[config.mk]
export PLATFORM = sky130hd
export DESIGN_NAME = tpg_div
export DESIGN_NICKNAME = d
export VERILOG_FILES = /design/src/rtl/core/tpg_div.sv
export SDC_FILE = /design/constraint.sdc
export NUM_CORES = 1
export LEC_CHECK = 0
export BUFFER_PORTS_ARGS = -buffer_cell sky130_fd_sc_hd__buf_4
export CELL_PAD_IN_SITES_DETAIL_PLACEMENT = 1
export CELL_PAD_IN_SITES_GLOBAL_PLACEMENT = 1
export CORE_MARGIN = 8
export CORE_UTILIZATION = 30
export CTS_CLUSTER_DIAMETER = 120
export DETAILED_ROUTE_END_ITERATION = 7
export PLACE_DENSITY_LB_ADDON = 0.1
export SLEW_MARGIN = 20
export SYNTH_ARGS = -nofsm -noshare
export SYNTH_HDL_FRONTEND = slang
export SYNTH_SLANG_ARGS = --single-unit
[constraint.sdc]
create_clock -name clk -period 2.15 [get_ports clk]
set_input_delay 0.215 -clock clk [delete_from_list [all_inputs] [get_ports clk]]
set_output_delay 0.215 -clock clk [all_outputs]
set_load 0.005 [all_outputs]
[src/rtl/core/tpg_div.sv]
// pipelined restoring divider, one quotient bit per stage
module tpg_div #(
	parameter int NB = 8,
	parameter int RB = 8,
	parameter int SB = 1
) (
	input  logic          clk,
	input  logic          arst_n,
	input  logic          en,
	input  logic          in_valid,
	input  logic [RB-1:0] rem_in,
	input  logic [NB-1:0] bits_in,
	input  logic [RB-1:0] dvs_in,
	input  logic [SB-1:0] side_in,
	output logic          out_valid,
	output logic [RB-1:0] rem_out,
	output logic [NB-1:0] quo_out,
	output logic [SB-1:0] side_out
);
	logic          v_s    [0:NB];
	logic [RB-1:0] rem_s  [0:NB];
	logic [NB-1:0] bits_s [0:NB];
	logic [NB-1:0] quo_s  [0:NB];
	logic [RB-1:0] dvs_s  [0:NB];
	logic [SB-1:0] side_s [0:NB];

	assign v_s[0]    = in_valid;
	assign rem_s[0]  = rem_in;
	assign bits_s[0] = bits_in;
	assign quo_s[0]  = '0;
	assign dvs_s[0]  = dvs_in;
	assign side_s[0] = side_in;

	for (genvar i = 0; i < NB; i++) begin : g_step
		logic [RB:0] r2;
		logic        ge;

		// shift in the next dividend bit, subtract when it fits
		assign r2 = {rem_s[i], bits_s[i][NB-1]};
		assign ge = (r2 >= {1'b0, dvs_s[i]});

		always_ff @(posedge clk or negedge arst_n) begin
			if (!arst_n) begin
				v_s[i+1] <= 1'b0;
			end else if (en) begin
				v_s[i+1] <= v_s[i];
			end
		end

		always_ff @(posedge clk) begin
			if (en) begin
				rem_s[i+1]  <= ge ? RB'(r2 - {1'b0, dvs_s[i]}) : r2[RB-1:0];
				bits_s[i+1] <= bits_s[i] << 1;
				quo_s[i+1]  <= (quo_s[i] << 1) | NB'(ge);
				dvs_s[i+1]  <= dvs_s[i];
				side_s[i+1] <= side_s[i];
			end
		end
	end

	assign out_valid = v_s[NB];
	assign rem_out   = rem_s[NB];
	assign quo_out   = quo_s[NB];
	assign side_out  = side_s[NB];

endmodule

# Word level (Yosys, flattened, before mapping)
# Cells that the tools add are included.
[word_totals] reg_bits=200 latchBits=0 ramBits=0 romBits=0 in_bits=29 out_inout_bits=18 elab_cells=77 mem_count=0
[classes] add_sub_neg=8 n_mul=0 div_mod_pow=0 order_cmp=8 eq_ne=0 n_shift=0 muxes=8 n_bitwise=7 n_reduce_logical=0
[ops] operator="9-bit by 8-bit >= comparator with 1-bit output" count=8
[ops] operator="8-bit 2-to-1 mux" count=8
[ops] operator="8-bit subtractor" count=8
[ops] operator="8-bit by 1-bit OR with 8-bit output" count=1
[ops] operator="7-bit by 1-bit OR with 7-bit output" count=1
[ops] operator="6-bit by 1-bit OR with 6-bit output" count=1
[ops] operator="5-bit by 1-bit OR with 5-bit output" count=1
[ops] operator="4-bit by 1-bit OR with 4-bit output" count=1
[ops] operator="3-bit by 1-bit OR with 3-bit output" count=1
[ops] operator="2-bit by 1-bit OR with 2-bit output" count=1

# Longest topological paths before layout
[depth] depth_word=2 mapped_depth=8

# Least setup slack after synthesis
# Ideal clock, no wire load.
[synth_path] kind="register -> register" from="register rem_s (netlist bit g_step[7].r2[6])" to="register rem_s (netlist bit rem_out[2]), data pin" setup_time_ps=260 arrival_time_ps=1922 required_time_ps=1890 slack_ps=-32 stages_incl_launch_ff=8 synth_period_minus_slack_ps=2182 path_cell_list="edfxtp_1 -> ha_1 -> buf_6 -> a21oi_2 -> o21ai_1 -> a211o_1 -> a31oi_4 -> mux2_2"
[synth_via] elab_chain_cells=2
[synth_lines] element="start, declared" line="21" text="logic [RB-1:0] rem_s [0:NB];"
[synth_lines] element="start signal, assigned by index" line="52" text="rem_s[i+1] <= ge ? RB'(r2 - {1'b0, dvs_s[i]}) : r2[RB-1:0];"
[synth_lines] element="9-bit by 8-bit >= comparator with 1-bit output" line="40" text="assign ge = (r2 >= {1'b0, dvs_s[i]});"
[synth_lines] element="8-bit 2-to-1 mux" line="52"
# No other way between the ends.
# A chain may end at the register's enable or synchronous reset.

# Worst setup path after layout
[layout_path] from="register dvs_s[34] (netlist name)" to="register rem_s (netlist bit g_step[5].r2[7]), data pin"
[layout_via] elab_chain_cells=2
[layout_lines] element="start, declared" line="24" text="logic [RB-1:0] dvs_s [0:NB];"
[layout_lines] element="start signal, assigned by index" line="55" text="dvs_s[i+1] <= dvs_s[i];"
[layout_lines] element="8-bit subtractor / 9-bit by 8-bit >= comparator with 1-bit output (equally long branches)" line="52, 40"
[layout_lines] element="8-bit 2-to-1 mux (*)" line="52"
# Every way passes the cells marked *; elsewhere a longest branch is shown, timed or not.

==> impl_metrics.toml <==
[status]
status = "finished with violations"
violations = "setup timing"

[floorplanning]
die_h_um = 197.4
die_w_um = 197.4
io_pins = 47
core-area_sq_mm = 0.03245
row_count = 66
start_util = 0.3043
dieArea_sq_mm = 0.03898

[routing]
detail-route-antenna-nets = 0
via_per_inst = 4.496
vias = 6438
drcViolationCount = 0
detail_route.wl_per_cell_um = 15.68
wl_um = 22460
drtIter0Drc = 177
firstDrtPassIters = 4

[grt]
grt_pass1_vias = 7411
overflow = 0
grt_max_degree = 51
grt_usage = 0.1178
grt_pass1_wl_um = 36560
antenna_found_initial = 0

[sta]
maxSlewHeadroom = 0.6953
worstMarginPinSlew_ps = 457.0
hold_viol = 0
rsz0062_at_grt = "yes"
setup_ws_ps = -54.98
fmax_mhz = 453.5
fin_crit_ps = 2205
period_share = 1.026
fin_skew_ps = 9.647
slew_violations = 0
setup_violations = 1

[logic_synthesis]
synth.avg_cell_area_sq_um = 13.55
synth-seq-cells = 200
yosysUniqueCellTypes = 53
ys_warn_count = 0
synth_top_area_frac = 0.5837
synth.largest_area_cell = "edfxtp_1"
synth_area_leaders = "edfxtp_1, ha_1, mux2_2, inv_1, dfrtp_1"
ys_async_sr_fraction = 0.04000
synth_edf_count = 192
ys.flop_type = "edfxtp_1"
syn-num-nets = 830
netlist_area_sq_mm = 0.009877
synthCells = 729
yosysSeqAreaShare = 0.6040

[power_and_ir_drop]
p_leak_nw = 5.579
p_switching_mw = 4.920
powerDensity_mw_per_mm2 = 1187
p_total_mw = 16.27
p_seq_frac = 0.350
swShare = 0.3025
comb_power_share = 0.433
pwr-share-clk = 0.217
p_int_mw = 11.35
ir_drop_v = 0.0006978

[clock_network]
cts_inserted_buffers = 17
htreeDepth = 4
cts.sinks = 200
clock_path_buffers = 2
cts_tree = "yes"
clk_pin_slew_ps = 80
cts_root_buffer = "clkbuf_16"
clkLatencyLatePin_ps = 440

[layout]
num-nets-final = 1078
fin_util = 0.4223
instances_no_fill = 1432
area_growth_pct = 38.76
num_antenna_cells = 0
drive_gt1_frac = 0.4141

[worst_setup_path]
setup.worst_path.end = "g_step[5].r2[7]$_DFFE_PP_"
worstSetupPathDepth = 8
reg2reg_from = "dvs_s[34]$_DFFE_PP_"
cp_cell_sequence = "inv_1 -> ha_4 -> buf_4 -> nor2b_2 -> o31a_1 -> o211ai_1 -> nand3_1 -> mux2_4"
cp_slowest_cell = "edfxtp_1"
cp_num_buf_inv = 2
crit_path_start = "dvs_s[34]$_DFFE_PP_"
slowest_delay_ps = 410
crit_family = "compound AO/OA/AOI/OAI gates"
end_kind = "flop"
r2r_slack_ps = -50
arrival_ps = 2400
path_max_fanout = 3
reg2reg_depth = 8
criticalPathCategory = "reg -> reg"
critical_path_required_ps = 2340
r2r_end = "g_step[5].r2[7]$_DFFE_PP_"
cp-start-kind = "flop"

[flow_run]
max_cap_viol_count = 0

[hold_path]
min-delay-start = "dvs_in[1]"
hold_class = "in -> reg"

[place]
port_buffers = 46
dp_cells = 1324
gp_congestion = 0.8146
dp.final_hpwl_um = 16270
[power groups by stage]
stage,Clock (mW),Sequential (mW),Combinational (mW)
3_5_place_dp,0,5.73,5.29
6_report,3.52,5.70,7.04
5_1_grt,3.74,5.78,7.68
4_1_cts,3.64,5.67,6.21
3_3_place_gp,0,5.71,5.07
2_1_floorplan,0,5.57,3.24
[state kept, by name, summed over array words and instances, names as in the netlist, 7 cells and up]
signal	cells
dvs_s	56
quo_s	28
rem_out	8
v_s	7
quo_out	8
g_step.r2	56
side_s	7
bits_s	28
[cell families (layout without fill, tap and decap cells)]
| family | after synthesis | after routing | share of synthesized area |
|---|---|---|---|
| xor+xnor | 26 | 26 | 0.02306 |
| buf+inv | 108 | 369 | 0.04510 |
| fa+ha+maj | 72 | 72 | 0.09729 |
| mux | 59 | 59 | 0.06499 |
| simple gates | 124 | 124 | 0.06461 |
| flops | 200 | 200 | 0.6040 |
| compound gates | 140 | 140 | 0.1010 |
[how the worst min path moves through the flow]
stage | to | slack (ps) | depth (start not counted)
after global placement | out_valid$_DFFE_PN0P_ | 30 | 1
after CTS | dvs_s[57]$_DFFE_PP_ | 50 | 2
after global routing | dvs_s[57]$_DFFE_PP_ | 60 | 2
final | dvs_s[57]$_DFFE_PP_ | 80 | 2
after detailed placement | out_valid$_DFFE_PN0P_ | 40 | 1
after floorplan | out_valid$_DFFE_PN0P_ | -80 | 0
[what timing repair did]
action	4_1_cts	5_1_grt
hold endpoints to repair	24	0
setup endpoints to repair	43	52
buffers inserted	28	32
gates resized for setup	75	90
hold buffers	17	0
pin swaps	26	36
[metrics by stage]
step	area [sq um]	hold WS (ps)	setup slack (ps)	TNS (ps)
2_1_floorplan	9877	-80.59	-21.71	-90.09
3_3_place_gp	11640	33.44	-95.36	-1936
3_5_place_dp	11640	41.00	-216.9	-4854
4_1_cts	13040	51.69	-34.91	-185.2
5_1_grt	13710	55.68	-113.0	-1526
6_report	13710	75.48	-54.98	-54.98
[layout by cell type (no fill, tap or decap), types with 8 or more instances in the layout]
cell / instances
ha_1: 31
dfrtp_1: 8
dlygate4sd3_1: 17
mux2_4: 26
o21a_1: 20
edfxtp_1: 192
buf_4: 203
a21oi_1: 17
clkbuf_16: 17
nand2_1: 22
xnor2_1: 19
ha_4: 26
o21ai_0: 18
a21oi_2: 8
nor2b_1: 11
a21o_1: 14
nor2_1: 29
mux2_2: 15
nor3_1: 9
inv_2: 19
nand3_1: 12
buf_6: 13
inv_1: 77
mux2i_1: 16
[layer usage]
metal / up-vias / track usage / share of wire
li1: 3170 / - / -
met1: 3172 / 0.1224 / 0.40
met2: 72 / 0.2270 / 0.56
met3: 24 / 0.02504 / 0.020
met4: 0 / 0.04597 / 0.017
met5: - / 0 / 0
[cell type report]
| type | count | area [sq um] |
|---|---|---|
| Timing Repair Buffer | 241 | 1994 |
| Multi-Input combinational cell | 421 | 4190 |
| Clock inverter | 15 | 216.5 |
| Inverter | 96 | 360.3 |
| Sequential cell | 200 | 5966 |
| Fill cell | 3338 | 18750 |
| Tap cell | 442 | 553.0 |
| Clock buffer | 17 | 425.4 |
[worst register-to-register path, cell delays in order (launching register included)]
cell	delay, ps
edfxtp_1	410
inv_1	120
ha_4	220
buf_4	140
nor2b_2	150
o31a_1	270
o211ai_1	210
nand3_1	150
mux2_4	290
[Yosys cell counts, types with 10 or more instances]
library cell	number
a21oi_1	28
o21a_1	20
a21o_1	14
nor2b_1	20
ha_1	64
mux2_2	40
o21bai_1	10
inv_1	96
mux2i_1	18
nor3_1	10
nand3_1	15
o21ai_0	23
xnor2_1	19
nand2_1	23
edfxtp_1	192
nor2_1	29
Power figures use the tool's default switching activity.
